$ cat src/hdl/acio_pkg.sv
// ----------------------------------------------------------------------------
// acio_pkg
// Shared types and constants for the audio CPU I/O page: opcodes, I/O
// register map, timer control and status words.
// ----------------------------------------------------------------------------
package acio_pkg;

  // Default prescale periods in ticks
  localparam int SLOW_PRESCALE_DEF = 128;
  localparam int FAST_PRESCALE_DEF = 16;

  localparam int NUM_TIMERS = 3;
  localparam int NUM_PORTS  = 4;
  localparam int NUM_AUX    = 2;

  // Operation codes carried by each input word
  typedef enum logic [2:0] {
    OP_IO_READ    = 3'd0,
    OP_IO_WRITE   = 3'd1,
    OP_HOST_WRITE = 3'd2,
    OP_HOST_READ  = 3'd3,
    OP_TICK       = 3'd4
  } opcode_t;

  // I/O register map, low nibble of F0-FF
  localparam logic [3:0] IO_CONTROL = 4'h1;
  localparam logic [3:0] IO_PORT_LO = 4'h4;
  localparam logic [3:0] IO_PORT_HI = 4'h7;
  localparam logic [3:0] IO_AUX_LO  = 4'h8;
  localparam logic [3:0] IO_AUX_HI  = 4'h9;
  localparam logic [3:0] IO_DIV_LO  = 4'hA;
  localparam logic [3:0] IO_OUT_LO  = 4'hD;

  // Control register bit that selects the boot ROM overlay
  localparam int CTRL_OVERLAY_BIT = 7;

  // Divider value forced when a timer is switched off
  localparam logic [7:0] DIV_OFF_VALUE = 8'd1;

  // Per-timer control word, one update at most per word processed
  typedef struct packed {
    logic       step;       // prescaler strobe for this timer
    logic       ctrl_wr;    // control register write
    logic       enable;     // enable bit from the control write
    logic       div_wr;     // divider register write
    logic [7:0] div_data;
    logic       out_clear;  // output count read, clear it
  } timer_ctrl_t;

  // Per-timer status seen by the read mux
  typedef struct packed {
    logic [7:0] divider;
    logic [3:0] count;
  } timer_stat_t;

endpackage

$ cat src/hdl/acio_prescaler.sv
// ----------------------------------------------------------------------------
// acio_prescaler
// Tick prescaler. Gives a slow strobe once per SLOW_PRESCALE ticks and a
// fast strobe once per FAST_PRESCALE ticks, the fast phase restarting with
// each slow period.
// ----------------------------------------------------------------------------
module acio_prescaler #(
  parameter int SLOW_PRESCALE = acio_pkg::SLOW_PRESCALE_DEF,
  parameter int FAST_PRESCALE = acio_pkg::FAST_PRESCALE_DEF
) (
  input  logic clk,
  input  logic rst,
  input  logic tick,
  output logic slow_step,
  output logic fast_step
);
  import acio_pkg::*;

  localparam int SLOW_W = $clog2(SLOW_PRESCALE);
  localparam int FAST_W = $clog2(FAST_PRESCALE);

  logic [SLOW_W-1:0] slow_cnt;
  logic [FAST_W-1:0] fast_cnt;
  logic              slow_wrap;
  logic              fast_wrap;

  // Strobes look at the count before this tick advances it
  assign slow_step = (slow_cnt == '0);
  assign fast_step = (fast_cnt == '0);
  assign slow_wrap = (slow_cnt == SLOW_W'(SLOW_PRESCALE - 1));
  assign fast_wrap = (fast_cnt == FAST_W'(FAST_PRESCALE - 1));

  // Advance both counts on each tick
  always_ff @(posedge clk) begin
    if (rst) begin
      slow_cnt <= '0;
      fast_cnt <= '0;
    end else if (tick) begin
      slow_cnt <= slow_wrap ? '0 : slow_cnt + 1'b1;
      fast_cnt <= (slow_wrap || fast_wrap) ? '0 : fast_cnt + 1'b1;
    end
  end

endmodule

$ cat src/hdl/acio_timer.sv
// ----------------------------------------------------------------------------
// acio_timer
// One timer: enable, 8-bit divider (0 means 256), 8-bit stage counter and
// 4-bit output count that clears on read.
// ----------------------------------------------------------------------------
module acio_timer (
  input  logic                  clk,
  input  logic                  rst,
  input  acio_pkg::timer_ctrl_t ctl,
  output acio_pkg::timer_stat_t stat
);
  import acio_pkg::*;

  logic       enable;
  logic [7:0] divider;
  logic [7:0] stage;
  logic [3:0] count;
  logic [7:0] stage_plus;

  // Stage wraps at 256, so a zero divider matches after 256 steps
  assign stage_plus   = stage + 8'd1;
  assign stat.divider = divider;
  assign stat.count   = count;

  // Apply the single update carried by this word
  always_ff @(posedge clk) begin
    if (rst) begin
      enable  <= 1'b0;
      divider <= '0;
      stage   <= '0;
      count   <= '0;
    end else if (ctl.ctrl_wr) begin
      enable <= ctl.enable;
      if (!ctl.enable) begin
        count   <= '0;
        divider <= DIV_OFF_VALUE;
      end
    end else if (ctl.div_wr) begin
      divider <= ctl.div_data;
    end else if (ctl.out_clear) begin
      count <= '0;
    end else if (ctl.step && enable) begin
      if (stage_plus == divider) begin
        stage <= '0;
        count <= count + 4'd1;
      end else begin
        stage <= stage_plus;
      end
    end
  end

endmodule

$ cat src/hdl/audio_cpu_io_timers_mailbox.sv
// ----------------------------------------------------------------------------
// audio_cpu_io_timers_mailbox
// I/O page of an audio coprocessor: sixteen I/O registers, four mailbox
// ports in each direction, two auxiliary bytes, ROM overlay bit and three
// timers driven by tick words.
//
//   channel  handshake              payload
//   -------  ---------------------  --------------------------------------
//   in       in_valid / in_ready    opcode, io_index, host_port, write_data
//   out      out_valid / out_ready  read_data, rom_overlay
//
// One word per cycle sustained while the output is not stalled. A word
// is captured in the input register, decoded and applied to the state,
// and its result lands in the output register. A stalled output holds
// its word while the input register still takes one more.
// Reset clears all state, the overlay bit comes up set.
// ----------------------------------------------------------------------------
module audio_cpu_io_timers_mailbox #(
  parameter int SLOW_PRESCALE = acio_pkg::SLOW_PRESCALE_DEF,
  parameter int FAST_PRESCALE = acio_pkg::FAST_PRESCALE_DEF
) (
  input  logic       clk,
  input  logic       rst,
  input  logic       in_valid,
  output logic       in_ready,
  input  logic [2:0] opcode,
  input  logic [3:0] io_index,
  input  logic [1:0] host_port,
  input  logic [7:0] write_data,
  output logic       out_valid,
  input  logic       out_ready,
  output logic [7:0] read_data,
  output logic       rom_overlay
);
  import acio_pkg::*;

  // Input register
  logic       in_valid_q;
  logic [2:0] op_q;
  logic [3:0] idx_q;
  logic [1:0] port_q;
  logic [7:0] data_q;
  logic       advance;

  // State
  logic [7:0] h2c_ports [NUM_PORTS];
  logic [7:0] c2h_ports [NUM_PORTS];
  logic [7:0] aux_bytes [NUM_AUX];
  logic       overlay;

  // Decode
  opcode_t     op;
  logic [7:0]  rd;
  logic        h2c_we;
  logic        c2h_we;
  logic        aux_we;
  logic        overlay_we;
  logic        overlay_next;
  logic        tick;
  logic        slow_step;
  logic        fast_step;
  timer_ctrl_t tctl [NUM_TIMERS];
  timer_stat_t tstat [NUM_TIMERS];

  assign advance  = in_valid_q && (!out_valid || out_ready);
  assign in_ready = !in_valid_q || advance;
  assign op       = opcode_t'(op_q);

  // Capture an input word whenever the register is free or draining
  always_ff @(posedge clk) begin
    if (rst) begin
      in_valid_q <= 1'b0;
    end else if (in_ready) begin
      in_valid_q <= in_valid;
    end
  end

  always_ff @(posedge clk) begin
    if (in_valid && in_ready) begin
      op_q   <= opcode;
      idx_q  <= io_index;
      port_q <= host_port;
      data_q <= write_data;
    end
  end

  // Decode the held word into a read value and update strobes
  always_comb begin
    rd         = '0;
    h2c_we     = 1'b0;
    c2h_we     = 1'b0;
    aux_we     = 1'b0;
    overlay_we = 1'b0;
    tick       = 1'b0;
    for (int t = 0; t < NUM_TIMERS; t++) begin
      tctl[t].step      = 1'b0;
      tctl[t].ctrl_wr   = 1'b0;
      tctl[t].enable    = data_q[t];
      tctl[t].div_wr    = 1'b0;
      tctl[t].div_data  = data_q;
      tctl[t].out_clear = 1'b0;
    end
    case (op)
      OP_IO_READ: begin
        if (idx_q inside {[IO_PORT_LO:IO_PORT_HI]}) begin
          rd = h2c_ports[idx_q[1:0]];
        end else if (idx_q inside {[IO_AUX_LO:IO_AUX_HI]}) begin
          rd = aux_bytes[idx_q[0]];
        end
        for (int t = 0; t < NUM_TIMERS; t++) begin
          if (idx_q == IO_DIV_LO + 4'(t)) begin
            rd = tstat[t].divider;
          end
          if (idx_q == IO_OUT_LO + 4'(t)) begin
            rd                = {4'b0, tstat[t].count};
            tctl[t].out_clear = advance;
          end
        end
      end
      OP_IO_WRITE: begin
        if (idx_q == IO_CONTROL) begin
          overlay_we = advance;
          for (int t = 0; t < NUM_TIMERS; t++) begin
            tctl[t].ctrl_wr = advance;
          end
        end else if (idx_q inside {[IO_PORT_LO:IO_PORT_HI]}) begin
          c2h_we = advance;
        end else if (idx_q inside {[IO_AUX_LO:IO_AUX_HI]}) begin
          aux_we = advance;
        end
        for (int t = 0; t < NUM_TIMERS; t++) begin
          if (idx_q == IO_DIV_LO + 4'(t)) begin
            tctl[t].div_wr = advance;
          end
        end
      end
      OP_HOST_WRITE: h2c_we = advance;
      OP_HOST_READ:  rd = c2h_ports[port_q];
      OP_TICK:       tick = advance;
      default:       rd = '0;
    endcase
    // Slow strobe feeds timers 0 and 1, fast strobe the last timer
    for (int t = 0; t < NUM_TIMERS; t++) begin
      tctl[t].step = tick && ((t == NUM_TIMERS - 1) ? fast_step : slow_step);
    end
  end

  assign overlay_next = overlay_we ? data_q[CTRL_OVERLAY_BIT] : overlay;

  // Mailbox, auxiliary bytes and overlay bit
  always_ff @(posedge clk) begin
    if (rst) begin
      for (int i = 0; i < NUM_PORTS; i++) begin
        h2c_ports[i] <= '0;
        c2h_ports[i] <= '0;
      end
      for (int i = 0; i < NUM_AUX; i++) begin
        aux_bytes[i] <= '0;
      end
      overlay <= 1'b1;
    end else begin
      if (h2c_we) begin
        h2c_ports[port_q] <= data_q;
      end
      if (c2h_we) begin
        c2h_ports[idx_q[1:0]] <= data_q;
      end
      if (aux_we) begin
        aux_bytes[idx_q[0]] <= data_q;
      end
      overlay <= overlay_next;
    end
  end

  acio_prescaler #(
    .SLOW_PRESCALE(SLOW_PRESCALE),
    .FAST_PRESCALE(FAST_PRESCALE)
  ) u_prescaler (
    .clk      (clk),
    .rst      (rst),
    .tick     (tick),
    .slow_step(slow_step),
    .fast_step(fast_step)
  );

  for (genvar g = 0; g < NUM_TIMERS; g++) begin : g_timer
    acio_timer u_timer (
      .clk (clk),
      .rst (rst),
      .ctl (tctl[g]),
      .stat(tstat[g])
    );
  end

  // Output register: load on advance, drop when taken
  always_ff @(posedge clk) begin
    if (rst) begin
      out_valid <= 1'b0;
    end else if (advance) begin
      out_valid <= 1'b1;
    end else if (out_ready) begin
      out_valid <= 1'b0;
    end
  end

  always_ff @(posedge clk) begin
    if (advance) begin
      read_data   <= rd;
      rom_overlay <= overlay_next;
    end
  end

`ifndef SYNTHESIS
  // A held word that cannot advance stays in the input register
  a_hold_input: assert property (@(posedge clk) disable iff (rst)
    in_valid_q && !advance |=> in_valid_q && $stable(op_q) && $stable(data_q))
    else $error("input word lost while stalled");

  // Every processed word produces a result
  a_result_loaded: assert property (@(posedge clk) disable iff (rst)
    advance |=> out_valid)
    else $error("processed word without result");

  // Ready drops only with a full input register behind a stalled output
  a_ready_low: assert property (@(posedge clk) disable iff (rst)
    !in_ready |-> in_valid_q && out_valid && !out_ready)
    else $error("ready low without backpressure");

  // A control write shows its overlay bit in the same result
  a_overlay_write: assert property (@(posedge clk) disable iff (rst)
    advance && op_q == OP_IO_WRITE && idx_q == IO_CONTROL
    |=> rom_overlay == $past(data_q[CTRL_OVERLAY_BIT]))
    else $error("overlay bit mismatch after control write");
`endif

endmodule

$ cat config.mk
export PLATFORM = sky130hd
export DESIGN_NAME = audio_cpu_io_timers_mailbox
export DESIGN_NICKNAME = d
export VERILOG_FILES = /design/src/hdl/acio_pkg.sv /design/src/hdl/acio_prescaler.sv /design/src/hdl/acio_timer.sv /design/src/hdl/audio_cpu_io_timers_mailbox.sv
export SDC_FILE = /design/constraint.sdc
export NUM_CORES = 1
export LEC_CHECK = 0
export ABC_AREA = 1
export BUFFER_PORTS_ARGS = -buffer_cell sky130_fd_sc_hd__buf_4
export CORE_ASPECT_RATIO = 0.9
export CORE_UTILIZATION = 43
export CTS_CLUSTER_DIAMETER = 120
export DETAILED_ROUTE_END_ITERATION = 10
export SLEW_MARGIN = 20
export SYNTH_ARGS = -nofsm -noshare
export SYNTH_HDL_FRONTEND = slang
export SYNTH_SLANG_ARGS = --single-unit
$ cat constraint.sdc
create_clock -name clk -period 2.2 [get_ports clk]
set_input_delay 0.44 -clock clk [delete_from_list [all_inputs] [get_ports clk]]
set_output_delay 0.44 -clock clk [all_outputs]
set_load 0.01 [all_outputs]
==> impl_metrics.py <==
metrics = {
    "run_status": {
        "status": "complete, no violations",
    },
    "critical_path": {
        "worstSetupEndpointType": "flip-flop",
        "r2r-end": "h2c_ports[1][0]",
        "critPathMaxStageDelay_ns": 0.39,
        "start_kind": "flip-flop",
        "cp.arrival_ns": 2.19,
        "cp-startpoint": "op[1]",
        "path_max_fanout": 8,
        "worstPathRequired_ns": 2.32,
        "cp_num_buf_inv": 3,
        "reg2reg_depth": 8,
        "path_cells": "inv_1 > nor4_1 > inv_1 > nor2_1 > inv_2 > nor2_1 > nand2_1 > nand2_1",
        "cpLargestDelayFamily": "simple AND/OR/NAND/NOR gates",
        "slowest_stage": "edfxtp_1",
        "r2r-start": "op[1]",
        "critPathKind": "flip-flop to flip-flop",
        "r2r_setup_slack_ns": 0.13,
    },
    "grt": {
        "overflow": 0,
        "grt_pass1_vias": 7084,
        "grt_pass1_wl_um": 36800,
        "antenna_found_initial": 0,
        "grt_max_degree": 56,
        "grt_usage": 0.220,
    },
    "synthesis": {
        "ys_seq_area_frac": 0.523,
        "synth_largest_area_cell": "edfxtp_1",
        "syn_nets": 1175,
        "synthArstFlopShare": 0,
        "yosys_warnings": 0,
        "synth_top_cells_by_count": "329 x nand2_1, 152 x nor2_1, 111 x inv_1",
        "synth_edf_count": 106,
        "synth_area_um2": 9180,
        "synth_seq_cells": 187,
        "yosysTopAreaCellShare": 0.347,
        "synth_flop_cell": "edfxtp_1",
        "synth.most_common_cell": "nand2_1",
        "ys_top_cells_by_area": "edfxtp_1 35%, dfxtp_1 18%, nand2_1 13%",
        "synthDistinctLibCells": 45,
        "syn_inst": 1144,
        "avgSynthCellArea_um2": 8.03,
    },
    "min_path": {
        "hold_end": "data_q[1]",
        "hp-start": "write_data[1]",
        "min_path_type": "input port to flip-flop",
        "whs_path_depth": 1,
    },
    "routing": {
        "drt_iter0_markers": 640,
        "dr_total_vias": 7729,
        "wl_per_cell_um": 15.4,
        "drc_errors": 0,
        "routed_wl_um": 23200,
        "ant_nets": 0,
        "detail_route.first_pass.iterations": 7,
        "via_per_inst": 5.13,
    },
    "timing": {
        "hold_violations": 0,
        "min_period_over_period": 0.939,
        "maxSlewHeadroom": 0.579,
        "worst_slew_pin_slew_ns": 0.632,
        "timing.final.crit_period_ns": 2.07,
        "holdWs_ns": 0.171,
        "skew_ns": 0.0141,
        "setup_viol": 0,
        "finalSetupTns_ns": 0,
        "fmax_mhz": 484,
        "drv_slew": 0,
    },
    "layout": {
        "final_area_um2": 10600,
        "syn2layout_area_growth_pct": 15.7,
        "fill_cells": 2012,
        "drive_above_1_share": 0.137,
        "diodes": 0,
        "fin_nets": 1240,
    },
    "place": {
        "port-buffer-count": 31,
        "routabilityCongestion": 0.850,
        "placedInstanceArea_um2": 9970,
        "place_hpwl_um": 16900,
    },
    "clocking": {
        "worst_skew_pair.late_latency_ns": 0.44,
        "clockBufferDepth": 2,
        "numClockSinks": 187,
        "numCtsBuffers": 17,
        "htree_levels": 4,
        "path_clk_slew_ns": 0.08,
        "cts_root_buffer": "clkbuf_16",
        "cts_tree": "done",
    },
    "floorplan": {
        "dieHeight_um": 141,
        "start_util": 0.440,
        "core_area_um2": 20900,
        "io-pin-count": 32,
        "die_w_um": 156,
        "rows": 50,
        "fp.dieArea_um2": 21900,
    },
    "power_and_ir_drop": {
        "p_leak_nw": 4.26,
        "vdd_drop_max_mv": 0.465,
        "fin_total_pwr_w": 0.00752,
        "power.density_nw_per_um2": 708,
    },
    "run": {
        "max_cap_viol_count": 0,
    },
}
-- sequential cells by signal (all words and copies together) (netlist names), named ones only --
register	cells
in_valid_q	1
overlay	1
idx_q	4
out_valid	1
g_timer.u_timer.stage	24
g_timer.u_timer.enable	3
port_q	2
rom_overlay	1
data_q	8
op	3
u_prescaler.slow_cnt	7
g_timer.u_timer.count	12
h2c_ports	32
c2h_ports	32
u_prescaler.fast_cnt	4
aux_bytes	16
g_timer.u_timer.divider	24
read_data	8
-- layout by cell type, fill, tap and decap left out, types with 3 or more instances in the layout --
cell type / instances
o32ai_1: 8
ha_1: 8
nand2_1: 326
inv_2: 17
inv_8: 5
clkinvlp_4: 3
nor2_1: 151
nand4_1: 14
o21ai_0: 41
or2_2: 3
nor2_4: 5
o2111ai_1: 4
nand3_2: 4
clkinv_1: 9
o221ai_1: 3
a211oi_1: 7
nand3_1: 68
nor3_1: 13
buf_4: 69
dfxtp_1: 80
nand2_2: 10
clkbuf_16: 17
nor2_2: 12
a21oi_1: 72
inv_1: 111
edfxtp_1: 106
o21ai_1: 5
xor2_1: 7
a22oi_1: 3
nand3b_1: 6
-- power by group --
group	internal [W]	switching [W]	total [W]
clock network	0.00172	0.00147	0.00319
registers	0.00377	0.0000614	0.00383
logic	0.000156	0.000333	0.000489
total	0.00565	0.00186	0.00752
-- through the flow --
step / std cells / utilization / setup slack (ns)
finish: 1508 / 0.508 / 0.134
global route: 1508 / 0.508 / -0.0521
CTS: 1507 / 0.506 / 0.110
detailed placement: 1475 / 0.477 / -0.0503
global placement: 1475 / 0.477 / -0.0351
floorplan: 1144 / - / 0.267
-- worst max path at each step --
stage | slack (ns) | endpoint | depth (start not counted)
6_report | 0.13 | h2c_ports[1][0] | 8
3_3_place_gp | -0.04 | h2c_ports[0][0] | 11
5_1_grt | -0.05 | g_timer[0].u_timer.count[3] | 11
3_5_place_dp | -0.05 | h2c_ports[0][5] | 11
4_1_cts | 0.11 | h2c_ports[0][5] | 8
2_1_floorplan | 0.27 | h2c_ports[3][0] | 6
-- timing repair --
item | in CTS | in global routing
hold buffers | 0 | 0
resized for setup | 0 | 12
setup buffers | 0 | 1
endpoints found under the setup margin | 0 | 50
-- per-layer routing --
| layer | GRT usage | vias to the layer above | routed length (um) |
|---|---|---|---|
| met3 | 0.0492 | 29 | 1390 |
| met2 | 0.332 | 180 | 10300 |
| met4 | 0.0583 | 0 | 291 |
| met1 | 0.316 | 3629 | 11200 |
| met5 | 0 | - | 0 |
| li1 | - | 3891 | - |
-- logic make-up (layout without fill, tap and decap cells) --
logic type,after synthesis,count (layout),share of synthesized area
flip-flops,187,187,0.523
XOR/XNOR,10,10,0.0110
buffers and inverters,162,240,0.0673
AO/OA/AOI/OAI,153,153,0.0959
adder cells (fa/ha/maj),10,10,0.0136
AND/OR/NAND/NOR,622,622,0.289
-- area by class of cell --
cell class	count	area, um^2	share of cell area
multi-input cells	795	3790	0.357
flip-flops and latches	187	4810	0.452
inverters	138	520	0.0490
clock inverters	15	179	0.0168
repair buffers	70	538	0.0507
well taps	286	358	0.0337
clock buffers	17	425	0.0401
(Power assumes the default switching activity.)
